--- src/hdl/rspe_pkg.sv ---
// ---------------------------------------------------------------------------
// rspe_pkg
// Shared constants and GF(256) arithmetic for the Reed-Solomon parity encoder.
// ---------------------------------------------------------------------------
`default_nettype none

package rspe_pkg;

  localparam int MAX_PARITY_DEFAULT = 32;
  localparam int PARITY_RESET       = 10;
  localparam int CFG_WIDTH          = 6;
  localparam int BYTE_WIDTH         = 8;

  localparam logic [7:0] GF_POLY_LOW = 8'h1D;
  localparam logic [7:0] GF_TOP_BIT  = 8'h80;
  localparam logic [7:0] GF_ALPHA    = 8'h02;
  localparam logic [7:0] GF_ONE      = 8'h01;

  // product of two field elements, modulo x^8 + x^4 + x^3 + x^2 + 1
  function automatic logic [7:0] gf_mul(input logic [7:0] a, input logic [7:0] b);
    logic [7:0] x;
    logic [7:0] acc;
    x   = a;
    acc = 8'h00;
    for (int k = 0; k < 8; k++) begin
      if (b[k]) begin
        acc = acc ^ x;
      end
      if ((x & GF_TOP_BIT) != 8'h00) begin
        x = {x[6:0], 1'b0} ^ GF_POLY_LOW;
      end else begin
        x = {x[6:0], 1'b0};
      end
    end
    return acc;
  endfunction

endpackage

`default_nettype wire

--- src/hdl/rspe_drain.sv ---
// ---------------------------------------------------------------------------
// rspe_drain
// Parity output buffer: shifts out one parity byte per transfer.
// ---------------------------------------------------------------------------
`default_nettype none

module rspe_drain #(
  parameter int MAX_PARITY = rspe_pkg::MAX_PARITY_DEFAULT,
  parameter int CW         = $clog2(MAX_PARITY + 1)
) (
  input  wire logic                            clk,
  input  wire logic                            rst,
  input  wire logic                            load,
  input  wire logic [MAX_PARITY-1:0][7:0]      snap,
  input  wire logic [CW-1:0]                   count,
  output logic                                 free,
  output logic                                 out_valid,
  input  wire logic                            out_ready,
  output logic [7:0]                           out_data,
  output logic                                 out_last
);

  logic [7:0]    pbuf [0:MAX_PARITY-1];
  logic [CW-1:0] cnt;
  logic          xfer;

  assign out_valid = (cnt != '0);
  assign out_last  = (cnt == CW'(1));
  assign out_data  = pbuf[0];
  assign xfer      = out_valid && out_ready;
  assign free      = (cnt == '0) || (out_last && out_ready);

  always_ff @(posedge clk) begin
    if (rst) begin
      cnt <= '0;
    end else if (load) begin
      cnt <= count;
    end else if (xfer) begin
      cnt <= cnt - CW'(1);
    end
  end

  always_ff @(posedge clk) begin
    if (load) begin
      for (int j = 0; j < MAX_PARITY; j++) begin
        pbuf[j] <= snap[j];
      end
    end else if (xfer) begin
      for (int j = 0; j < MAX_PARITY - 1; j++) begin
        pbuf[j] <= pbuf[j + 1];
      end
      pbuf[MAX_PARITY-1] <= 8'h00;
    end
  end

  a_load_when_free: assert property (@(posedge clk) disable iff (rst)
    load |-> free)
    else $error("parity buffer overwritten while draining");

  a_drain_steps: assert property (@(posedge clk) disable iff (rst)
    xfer && !load |=> (cnt == $past(cnt) - CW'(1)))
    else $error("parity count did not advance on transfer");

endmodule

`default_nettype wire

--- config.mk ---
export PLATFORM = sky130hd
export DESIGN_NAME = rspe_drain
export DESIGN_NICKNAME = d
export VERILOG_FILES = /design/src/hdl/rspe_pkg.sv /design/src/hdl/rspe_drain.sv
export SDC_FILE = /design/constraint.sdc
export NUM_CORES = 1
export LEC_CHECK = 0
export ABC_AREA = 1
export BUFFER_PORTS_ARGS = -buffer_cell sky130_fd_sc_hd__buf_2
export CAP_MARGIN = 20
export CORE_MARGIN = 5
export CORE_UTILIZATION = 45
export DETAILED_ROUTE_END_ITERATION = 16
export PLACE_DENSITY = 0.69
export SLEW_MARGIN = 10
export SYNTH_ARGS = -nofsm -noshare
export SYNTH_HDL_FRONTEND = slang
export SYNTH_SLANG_ARGS = --single-unit
--- constraint.sdc ---
create_clock -name clk -period 7 [get_ports clk]
set_clock_uncertainty 0.05 [all_clocks]
set_input_delay 0.35 -clock clk [delete_from_list [all_inputs] [get_ports clk]]
set_output_delay 0.35 -clock clk [all_outputs]
set_load 0.005 [all_outputs]
* After elaboration in Yosys (flattened, before gate mapping)
Memory sizes are Yosys's and may differ from the RTL's.
Cells that the tools add are included.
** Operators by class
- Eq/ne operators :: 1
- Reduce and logical (&&, ||, !) cells :: 6
- Magnitude comparators :: 0
- Muxes and demuxes :: 39
- Add/sub/neg operators :: 1
- Shift operators :: 0
- Divide/modulo/power cells :: 0
- Bitwise operators :: 32
- Multiply operators :: 0
** Operators by type and width (count)
- $mux W8 :: 32
- $or A1 B1 Y1 :: 32
- $mux W6 :: 2
- $eq A6 B1 Y1 const B :: 1
- $logic_not A6 Y1 :: 1
- $reduce_bool A6 Y1 :: 1
- $sub A6 B1 Y6 const B :: 1
- $mux W1 :: 5
- $logic_and A1 B1 Y1 :: 2
- $reduce_bool A2 Y1 :: 1
- $logic_or A1 B1 Y1 :: 1
** Word-level totals
- Logic and storage cells :: 81
- Memories :: 1
- Memory bits (read-only) :: 0
- Input port bits :: 266
- Register bits :: 6
- RAM bits :: 256
- Bits in latches :: 0
** Memory list
- pbuf :: depth 32, width 8, rd ports 32, clocked after memory_dff 0, wr ports 32, RTL line rspe_drain.sv:23 : logic [7:0] pbuf [0:MAX_PARITY-1];

* Longest topological paths before layout
- Depth after elaboration :: 6
- Depth in mapped cells :: 9
- Mapped depth without buffers :: 9

* Worst setup path before layout
OpenSTA, ideal clock, no wires.
- Path kind :: register -> register
- Start point :: reg cnt[0]
- End point :: reg cnt[2]
- Arrival :: 4.522 ns
- Stages on the path, launching flop included :: 9
- Setup slack :: 2.296 ns
- Library setup time :: 0.133 ns
- Clock period less this slack :: 4.704 ns
- Cell sequence :: dfxtp_1 > inv_1 > ha_1 > nand3_4 > nand2_1 > nand2_2 > inv_1 > nand2_1 > a21oi_1
** On the way
- Cells in the longest elaborated chain, start to end :: 3
- Elaborated cells on any way between the ends :: 6
- Those cells by class :: 1 x add/sub; 2 x mux; 3 x reduce/logical
** Ends and longest elaborated chain
- start: declaration :: RTL line rspe_drain.sv:24 : logic [CW-1:0] cnt;
- start signal: assignment :: RTL line rspe_drain.sv:37 : cnt <= count;
- start signal: assignment :: RTL line rspe_drain.sv:39 : cnt <= cnt - CW'(1);
- $reduce_bool A6 Y1 :: RTL line rspe_drain.sv:27 : assign out_valid = (cnt != '0);
- named net out_valid :: RTL line rspe_drain.sv:17 : output logic out_valid,
- $logic_and A1 B1 Y1 :: RTL line rspe_drain.sv:30 : assign xfer = out_valid && out_ready;
- $reduce_bool A2 Y1 (no source line)
The timed path passes the listed nets, and every way through them passes these cells. The select of a mux whose other input is x is not followed.
A chain may end at the register's enable or synchronous reset.

==> results by group <==
Status
  – Outcome: complete, no violations

Global route
  – Gr ovfl total: 0
  – Wire length of the first global-routing pass: 39350 um
  – Initial antenna violation count: 7
  – Largest net degree at the start of global routing: 138
  – Vias in the first global route: 8025
  – M2 GR Usage: 28.42%
  – GRT busiest layer: met2
  – Met3 Use GR: 4.274%
  – GRT Total Usage: 16.76%
  – Global routing usage on met1: 21.91%

Timing
  – Final hold slack: 0.03603 ns
  – Slew @ Worst Pin: 1.032 ns
  – Max-slew headroom: 31.17%
  – Final-report hold violation count: 0
  – RSZ-0062 raised after global routing: no
  – Setup TNS: 0 ns
  – Fmax: 343.7 MHz
  – Final setup violation count: 0
  – Final slew viol count: 0
  – Tcrit/Tclk final: 41.57%
  – Crit path time final: 2.910 ns

Floorplanning
  – Die area: 29150 um2
  – Die Y: 170.7 um
  – Rows: 58
  – Core area: 25330 um2
  – # IOs: 277
  – Initial core utilization: 45.90%
  – Die W: 170.7 um

Setup path
  – R2R Path End: pbuf[0][120]
  – Crit-path max FO: 137
  – CP Data Required Time: 7.10 ns
  – CP Capture Type: flip-flop
  – WS Path Type: reg2reg
  – Worst Path Arrival: 3.01 ns
  – Crit Reg-Reg Startpoint: cnt[0]
  – Worst reg-to-reg path cell count: 6
  – Reg2reg setup slack: 4.09 ns
  – Worst Setup Start Kind: flip-flop

Power
  – PwrDens: 284.2 nW/um2
  – Leak pwr: 6.844 nW
  – Worst VDD drop: 0.1751 mV

Drt
  – Detailed-route via count: 8224
  – Post-DR vias/cell: 4.675
  – DR pass1 iterations: 5
  – Avg WL per Cell: 14.52 um
  – # DRC: 0
  – Final ANT Viol Nets: 0
  – First DRT Iteration DRCs: 621
  – WL final: 25540 um

Synthesis
  – YS warnings: 0
  – Library cells used by synthesis: 23
  – Cell count after synthesis: 1153
  – Yosys reg bits: 262
  – Seq/Total Area, Yosys: 67.16%
  – Syn_area_per_cell: 10.08 um2
  – Synth Cell Area: 11620 um2
  – Mapped Nets: 1422

Final layout
  – Layout area overhead: 20.98%
  – Share of post-route cells with drive strength above 1: 23.02%
  – Nets: 1672
  – Layout fillers: 2219

CTS
  – Worst-path clk slew: 0.06 ns
  – CTS buffer count: 28
  – Clock buffer depth: 3
  – CTS tree: done
  – H-tree depth: 1
  – CTS root buffer: clkbuf_16
  – CTS sink cnt: 262
  – Clock latency on the worst-skew pair: 0.52 ns
  – Cts repair resizes: 0

Placed design
  – Gpl congestion: 0.8417
  – I/O Buffers: 276
  – DP HPWL: 17160 um

Min path
  – Cells on Worst Hold Path: 3
  – Hold path startpoint: snap[249]
  – Hold EP: pbuf[0][249]
  – Tightest Hold Check Type: in2reg

Flow run
  – Max-Cap Viols: 0
## power breakdown
part	total (mW)	internal (mW)	leakage, nW	switching [mW]
clock network	1.53	0.940	0.461	0.590
logic	0.421	0.154	3.71	0.267
registers	2.05	1.99	2.67	0.0586
## worst max-delay path by stage
stage            from      endpoint  slack (ns)
2_1_floorplan  cnt[0]        cnt[2]        2.30
4_1_cts        cnt[0]   pbuf[0][31]        4.07
5_1_grt        cnt[0]   pbuf[0][25]        3.89
3_3_place_gp   cnt[0]    pbuf[0][3]        4.17
6_report       cnt[0]  pbuf[0][120]        4.09
3_5_place_dp   cnt[0]    pbuf[0][1]        4.09
## cells in the final DEF, fill, tap and decap left out, drive strengths merged, types with 3 or more instances in the layout
cell type  instances
inv              159
bufinv             5
edfxtp           256
a21oi              3
o21ai            147
diode              4
nor2              13
clkbuf            35
ha                 3
clkinv            10
buf              282
nand2            491
nand3              7
dfxtp              6
## cells by family (layout without fill, tap and decap cells)
group	after synthesis	after routing	share of synthesized area, %
and+or+nand+nor	514	514	17.06
DFF	262	262	67.16
xor gates and xnor gates	1	1	0.07536
AOI/OAI and AO/OA	150	150	6.458
other	0	4	0
buffers and inverters	223	495	8.923
adders and majority gates	3	3	0.3229
## routing by layer
metal	wire, um	part of all wire [%]
met5	82	0.32
met4	528	2.1
met3	2495	9.8
met2	12010	47
met1	10420	41
## final cells by class
| class | count | area [um2] | share of cell area (%) |
|---|---|---|---|
| clock buffers | 35 | 748.2 | 5.320 |
| flip-flops and latches | 262 | 7807 | 55.52 |
| well taps | 330 | 412.9 | 2.936 |
| clock inverters | 17 | 211.5 | 1.504 |
| repair buffers | 284 | 1481 | 10.53 |
| inverters | 159 | 598.1 | 4.253 |
| diodes | 4 | 10.01 | 0.07117 |
| multi-input cells | 668 | 2794 | 19.87 |
## state kept, by name, indices dropped and copies added, names as in the netlist
register	flops
pbuf	256
cnt	6
## stage by stage
step / cell area [um2] / power (mW) / setup WS (ns) / util, % / std cells
floorplan: 11620 / 2.360 / 2.296 / - / 1153
global placement: 13050 / 2.489 / 4.165 / 51.51 / 1700
detailed placement: 13050 / 2.503 / 4.091 / 51.51 / 1700
CTS: 14030 / 4.044 / 4.073 / 55.38 / 1754
global route: 14050 / 4.190 / 3.894 / 55.49 / 1755
finish: 14060 / 3.996 / 4.090 / 55.53 / 1759
## worst max-delay path, cell delays in order, from the launching register on
cell     delay (ns)
dfxtp_1        0.37
inv_1          0.12
ha_1           0.25
nand3_4        0.11
nand2_1        0.18
nand2_8        0.62
buf_12         0.65
## cells in the mapped netlist
cell,instances,area (um2)
inv_1,158,593.1
inv_2,1,3.750
a21oi_1,3,15.01
nor2_1,12,45.04
and3_2,1,7.510
nand3_1,5,25.02
dfxtp_1,6,120.1
nor2_4,1,11.26
clkbuf_1,14,52.55
edfxtp_1,256,7687
nand2_1,490,1839
nand2_2,1,6.260
ha_1,3,37.54
clkbuf_8,6,82.58
o21ai_0,147,735.7
nand4_1,1,6.260
buf_6,8,90.09
buf_1,4,15.01
xnor2_1,1,8.760
buf_2,16,80.08
nand3b_1,1,7.510
buf_4,16,120.1
nand3_4,2,35.03
## timing repair
item / in CTS / in global routing
hold buffers: 2 / 0
setup endpoints to repair: 0 / 0
buffers inserted: 0 / 0
hold endpoints to repair: 6 / 0
Note: power is estimated with default switching activity, not from simulation.
