--- src/hdl/rspe_pkg.sv ---
// ---------------------------------------------------------------------------
// rspe_pkg
// Shared constants and GF(256) arithmetic for the Reed-Solomon parity encoder.
// ---------------------------------------------------------------------------
`default_nettype none

package rspe_pkg;

  localparam int MAX_PARITY_DEFAULT = 32;
  localparam int PARITY_RESET       = 10;
  localparam int CFG_WIDTH          = 6;
  localparam int BYTE_WIDTH         = 8;

  localparam logic [7:0] GF_POLY_LOW = 8'h1D;
  localparam logic [7:0] GF_TOP_BIT  = 8'h80;
  localparam logic [7:0] GF_ALPHA    = 8'h02;
  localparam logic [7:0] GF_ONE      = 8'h01;

  // product of two field elements, modulo x^8 + x^4 + x^3 + x^2 + 1
  function automatic logic [7:0] gf_mul(input logic [7:0] a, input logic [7:0] b);
    logic [7:0] x;
    logic [7:0] acc;
    x   = a;
    acc = 8'h00;
    for (int k = 0; k < 8; k++) begin
      if (b[k]) begin
        acc = acc ^ x;
      end
      if ((x & GF_TOP_BIT) != 8'h00) begin
        x = {x[6:0], 1'b0} ^ GF_POLY_LOW;
      end else begin
        x = {x[6:0], 1'b0};
      end
    end
    return acc;
  endfunction

endpackage

`default_nettype wire

--- src/hdl/rspe_lfsr.sv ---
// ---------------------------------------------------------------------------
// rspe_lfsr
// Input register and division register; hands the parity to the drain stage.
// ---------------------------------------------------------------------------
`default_nettype none

module rspe_lfsr #(
  parameter int MAX_PARITY = rspe_pkg::MAX_PARITY_DEFAULT
) (
  input  wire logic                            clk,
  input  wire logic                            rst,
  input  wire logic                            hold,
  input  wire logic                            clear,
  input  wire logic                            in_valid,
  output logic                                 in_ready,
  input  wire logic [7:0]                      in_data,
  input  wire logic                            in_last,
  input  wire logic [MAX_PARITY-1:0][7:0]      coef,
  input  wire logic                            free,
  output logic                                 load,
  output logic [MAX_PARITY-1:0][7:0]           snap
);

  logic       s1_valid;
  logic [7:0] s1_data;
  logic       s1_last;
  logic       advance;
  logic [7:0] fb;
  logic [7:0] preg [0:MAX_PARITY-1];

  always_comb begin
    fb = s1_data ^ preg[0];
    for (int j = 0; j < MAX_PARITY - 1; j++) begin
      snap[j] = preg[j + 1] ^ rspe_pkg::gf_mul(fb, coef[j]);
    end
    snap[MAX_PARITY-1] = rspe_pkg::gf_mul(fb, coef[MAX_PARITY-1]);
  end

  assign advance  = s1_valid && !hold && (!s1_last || free);
  assign in_ready = !hold && (!s1_valid || advance);
  assign load     = advance && s1_last;

  always_ff @(posedge clk) begin
    if (rst) begin
      s1_valid <= 1'b0;
    end else if (in_valid && in_ready) begin
      s1_valid <= 1'b1;
    end else if (advance) begin
      s1_valid <= 1'b0;
    end
  end

  always_ff @(posedge clk) begin
    if (in_valid && in_ready) begin
      s1_data <= in_data;
      s1_last <= in_last;
    end
  end

  always_ff @(posedge clk) begin
    if (rst || clear || load) begin
      for (int j = 0; j < MAX_PARITY; j++) begin
        preg[j] <= 8'h00;
      end
    end else if (advance) begin
      for (int j = 0; j < MAX_PARITY; j++) begin
        preg[j] <= snap[j];
      end
    end
  end

  a_last_waits: assert property (@(posedge clk) disable iff (rst)
    s1_valid && s1_last && !free && !hold |=> s1_valid && s1_last)
    else $error("final byte left the input register without a free buffer");

  a_cleared_after_last: assert property (@(posedge clk) disable iff (rst)
    load |=> (preg[0] == 8'h00))
    else $error("division register not cleared after block end");

endmodule

`default_nettype wire

--- config.mk ---
export PLATFORM = sky130hd
export DESIGN_NAME = rspe_lfsr
export DESIGN_NICKNAME = d
export VERILOG_FILES = /design/src/hdl/rspe_pkg.sv /design/src/hdl/rspe_lfsr.sv
export SDC_FILE = /design/constraint.sdc
export NUM_CORES = 2
export LEC_CHECK = 0
export ABC_AREA = 1
export BUFFER_PORTS_ARGS = -buffer_cell sky130_fd_sc_hd__buf_2
export CAP_MARGIN = 20
export CORE_MARGIN = 4
export CORE_UTILIZATION = 30
export DETAILED_ROUTE_END_ITERATION = 8
export PLACE_DENSITY = 0.53
export SLEW_MARGIN = 0
export SYNTH_ARGS = -nofsm -noshare
export SYNTH_HDL_FRONTEND = slang
export SYNTH_SLANG_ARGS = --single-unit
export TNS_END_PERCENT = 5
--- constraint.sdc ---
create_clock -name clk -period 8.3 [get_ports clk]
set_clock_uncertainty 0.2 [all_clocks]
set_input_delay 1.66 -clock clk [delete_from_list [all_inputs] [get_ports clk]]
set_output_delay 1.66 -clock clk [all_outputs]
set_load 0.03 [all_outputs]
* Word-level counts from Yosys, hierarchy flattened
Memory sizes are Yosys's and may differ from the RTL's. Cells that the tools add are included.
Storage, ports and cells: register bits after elaboration 10, RAM bits 256, input bits 271, output and inout bits 258, word-level logic and storage cells 614, memories 1
Memories:
- preg | words 32, width 8, rd ports 32, clocked after Yosys merged registers in 0, wr ports 32, RTL line rspe_lfsr.sv:29 | logic [7:0] preg [0:MAX_PARITY-1];
Operators by class: muxes and demuxes 302, bitwise operators 295, reductions and logical operators 13
Operators by type and width (number):
- $mux W8 | 288
- $xor A8 B8 Y8 | 256
- $mux W5 | 7
- $or A1 B1 Y1 | 32
- $not A4 Y4 | 7
- $mux W1 | 7
- $logic_and A1 B1 Y1 | 5
- $logic_or A1 B1 Y1 | 4
- $logic_not A1 Y1 | 3
- $reduce_bool A2 Y1 | 1

* Depth between registers and ports, before layout
depth after elaboration 19, depth in mapped cells 22, mapped depth without buffers 19

* Worst setup path after synthesis
OpenSTA, ideal clock, no wires.
path kind input-to-reg, start point input port free, end point memory preg[0][0], enable pin, setup time 1.955 ns, arrival time 6.348 ns, required time 6.145 ns, slack -0.203 ns, cell stages on the path 6, buffers on the path 0, cells stage by stage o21ai_0 -> nor2_1 -> nand2_1 -> nand3_1 -> inv_1 -> nand2_1
RTL lines:
- start, declared | RTL line rspe_lfsr.sv:19 | input wire logic free,
- end, declared | RTL line rspe_lfsr.sv:29

==> flow_summary.yaml <==
run_status:
  status: "completed"
worst_setup_path:
  worstPathRequired_ns: 6.44
  reg2reg_slack_ns: 3.02
  crit_path_start_kind: "register"
  ff2ff_path_depth: 14
  cp.arrival_ns: 5.68
  reg2reg_to: "preg[7][26]"
  end_kind: "output port"
  worstPathMaxFanout: 41
  critPathKind: "reg -> out"
  timing.rr.start: "s1_data[5]"
pwr:
  p_seq_share_pct: 14.4
  sw_frac_of_total_pct: 56.5
  p_leak_nw: 28.0
  switchingPower_w: 0.00680
  power_density_nw_per_um2: 230
  power.clock.fraction_pct: 17.7
  vdd_drop_max_uv: 184
  power_frac_comb_pct: 67.9
  p_int_w: 0.00524
worst_hold_path:
  hold_start: "s1_valid"
  whs_path_depth: 3
  min_to: "s1_valid"
  hold_class: "reg -> reg"
timing:
  tns_ns: 0
  fin_crit_sh_pct: 90.8
  fin_crit_ns: 7.54
  worst_pin_slew_ns: 1.09
  setup_slack_ns: 0.762
  maxSlewViolCount: 0
  setup_viol: 0
  rsz0062_at_grt: "no"
  fmax_mhz: 133
  whs_ns: 0.423
  slew_headroom_pct: 27.4
  finalHoldViolations: 0
job:
  drv_cap: 0
placed_design:
  placedCellCount: 10400
  place_ws_ns: 1.56
  place_area_um2: 50700
  port_buffers: 528
  hpwlAfterDp_um: 160000
  gp_congestion: 0.936
die:
  initial_utilization_pct: 30.1
  dieArea_um2: 161000
  die_x_um: 401
  core_area_um2: 154000
  ios: 529
  die_y_um: 401
  core.rowCount: 144
routing:
  dr_total_vias: 52000
  dr.pass1.iters: 6
  antenna_left: 0
  vias_per_cell: 4.96
  wl_um: 230000
  drc_errors: 0
  drt_iter0_drc: 5434
  wire_per_inst_um: 21.9
global_routing:
  grt_pass1_wl_um: 327000
  grt_pass1_vias: 48000
  track_usage_pct: 27.3
  overflow: 0
  grt_max_degree: 119
  grt_antenna_before_repair: 79
finish:
  layout.cells.non_filler: 10500
  drive_above_1_share_pct: 9.46
  finalInstanceArea_um2: 52400
  fin_nets: 8625
  syn_to_final_growth_pct: 13.0
yosys:
  synthTopCellsByArea: "nand2_1, edfxtp_1, xnor2_1"
  synth-edff-count: 265
  avgSynthCellArea_um2: 5.80
  synth_compound_area_share_pct: 3.00
  ys_warn_count: 0
  yosys.area_share.adder_pct: 0
  syn-instance-count: 7996
  synth_xor_area_share_pct: 24.3
  synth_top_area_share_pct: 24.4
  ys_seq_area_share_pct: 17.2
  synthMuxAreaShare_pct: 0
  synth_ff_type: "edfxtp_1"
  synth-simple-area-share_pct: 43.2
  synth_top_family_by_area: "simple AND/OR/NAND/NOR gates"
  ys_ff_latch: 266
  syn_nets: 8267
  yosysUniqueCellTypes: 37
  synth_area_um2: 46400
  synth.largest_area_cell: "nand2_1"
  async_flop_share_pct: 0
clock_tree:
  cts_tree: "built"
  ctsLongestPathBuffers: 3
  postCtsSetupBuffers: 0
  cts_buffers: 45
  h-tree-depth: 2
  root_buffer: "clkbuf_16"
  ctsHoldBuffers: 0
  clock_latency_ns: 0.67
  clkSinkCount: 266
  cts.reportedPaths.clkPinSlew_ns: 0.06
  cts_resized: 0
## synthesized netlist by cell type (11+ instances only)
cell,number
clkbuf_1,85
o22ai_1,11
nand4_1,24
buf_4,41
nand2_2,32
edfxtp_1,265
nand3_1,439
nor2_1,1021
nor2_2,19
buf_2,136
or2_1,25
inv_1,1086
xor2_1,594
o21bai_1,29
or2_2,28
xnor2_1,628
nand2_1,3010
nand3b_1,208
o21ai_1,11
nand2b_1,11
xnor3_1,25
o21ai_0,106
a21oi_1,87
buf_6,19
## worst max path at each step
stage                from    endpoint  slack [ns]
2_1_floorplan        free  preg[0][0]        2.39
3_3_place_gp   preg[0][5]   snap[250]        1.59
3_5_place_dp   preg[0][5]   snap[250]        1.56
4_1_cts        preg[0][6]   snap[250]        0.81
5_1_grt        preg[0][7]    snap[84]        0.62
6_report       s1_data[5]   snap[250]        0.76
## cells by family (layout without fill, tap and decap cells)
family                    count (synthesis)  after routing
and+or+nand+nor                        4845           4845
buffers and inverters                  1382           1776
xor gates and xnor gates               1248           1248
DFF                                     266            266
AOI/OAI and AO/OA                       255            255
other                                     0             49
## routing by layer
layer  routed length [um]  track usage (%)  vias up  share of wire (%)
met5                  196                0        -              0.085
met4                14200             15.0       30                6.2
met3                22700             6.43      620                9.9
met2                99000             42.8     2505                 43
met1                93500             34.4    24000                 41
li1                     -                -    24800                  -
## registers in the layout, indices dropped and copies added (netlist names)
register  flops
s1_valid      1
preg        256
s1_data       8
s1_last       1
## stage by stage
step                      util [%]  total power, W
after detailed placement      33.0         0.00985
after global placement        33.0         0.00977
after global routing          34.0          0.0128
after floorplan                  -         0.00724
after CTS                     34.0          0.0120
final                         34.1          0.0120
## power groups by stage
| stage | sequential (W) | clock [W] | combinational, W |
|---|---|---|---|
| 6_report | 0.00173 | 0.00214 | 0.00818 |
| 5_1_grt | 0.00174 | 0.00221 | 0.00885 |
| 4_1_cts | 0.00173 | 0.00218 | 0.00813 |
| 3_5_place_dp | 0.00175 | 0 | 0.00810 |
| 3_3_place_gp | 0.00175 | 0 | 0.00802 |
| 2_1_floorplan | 0.00173 | 0 | 0.00551 |
## area by class of cell
class | count | area, um2
Tap cell | 2044 | 2560
Multi-Input combinational cell | 6348 | 32900
Fill cell | 17100 | 101000
Inverter | 1093 | 4100
Timing Repair Buffer | 600 | 3230
Antenna cell | 49 | 123
Clock inverter | 23 | 292
Clock buffer | 60 | 1240
Sequential cell | 266 | 7980
## critical path, cell delays in order, from the launching register on
cell and delay (ns):
edfxtp_1 0.40, inv_1 0.10, nand2_1 0.09, nand2_4 0.44, buf_4 0.69, nand3_1 0.25, nand2_4 0.53, nand2_1 0.19
nand2_4 0.67, inv_2 0.60, nand2_1 0.20, xor2_1 0.19, inv_1 0.06, nand2_1 0.05, nand2_1 0.16, inv_1 0.09
buf_2 0.19
## cell usage in the layout, fill, tap and decap left out, types with 2 or more instances in the layout
master,synthesis,layout
xnor3_1,25,25
clkbuf_8,0,2
buf_12,0,4
nor2_4,8,8
xnor2_1,628,628
nand2_8,0,3
bufinv_16,0,7
or2_1,25,25
nand2_1,3010,2992
a21oi_1,87,87
or2_2,28,28
o21ai_0,106,106
nand2_2,32,36
nand3b_1,208,208
nand3_4,2,3
o22ai_1,11,11
nand4_1,24,24
buf_4,41,68
buf_2,136,528
xor2_1,594,594
inv_1,1086,1085
o211ai_1,10,10
o21bai_1,29,29
nand3_1,439,438
clkbuf_1,85,11
and2_1,4,4
nand2_4,10,21
clkbuf_16,0,47
nor2_1,1021,1021
nor2_2,19,19
clkinv_2,0,7
clkinv_1,0,6
edfxtp_1,265,265
or2_0,3,3
diode_2,0,49
o21ai_1,11,11
inv_2,7,8
clkinvlp_4,0,2
nand2b_1,11,11
(Power assumes the default switching activity.)
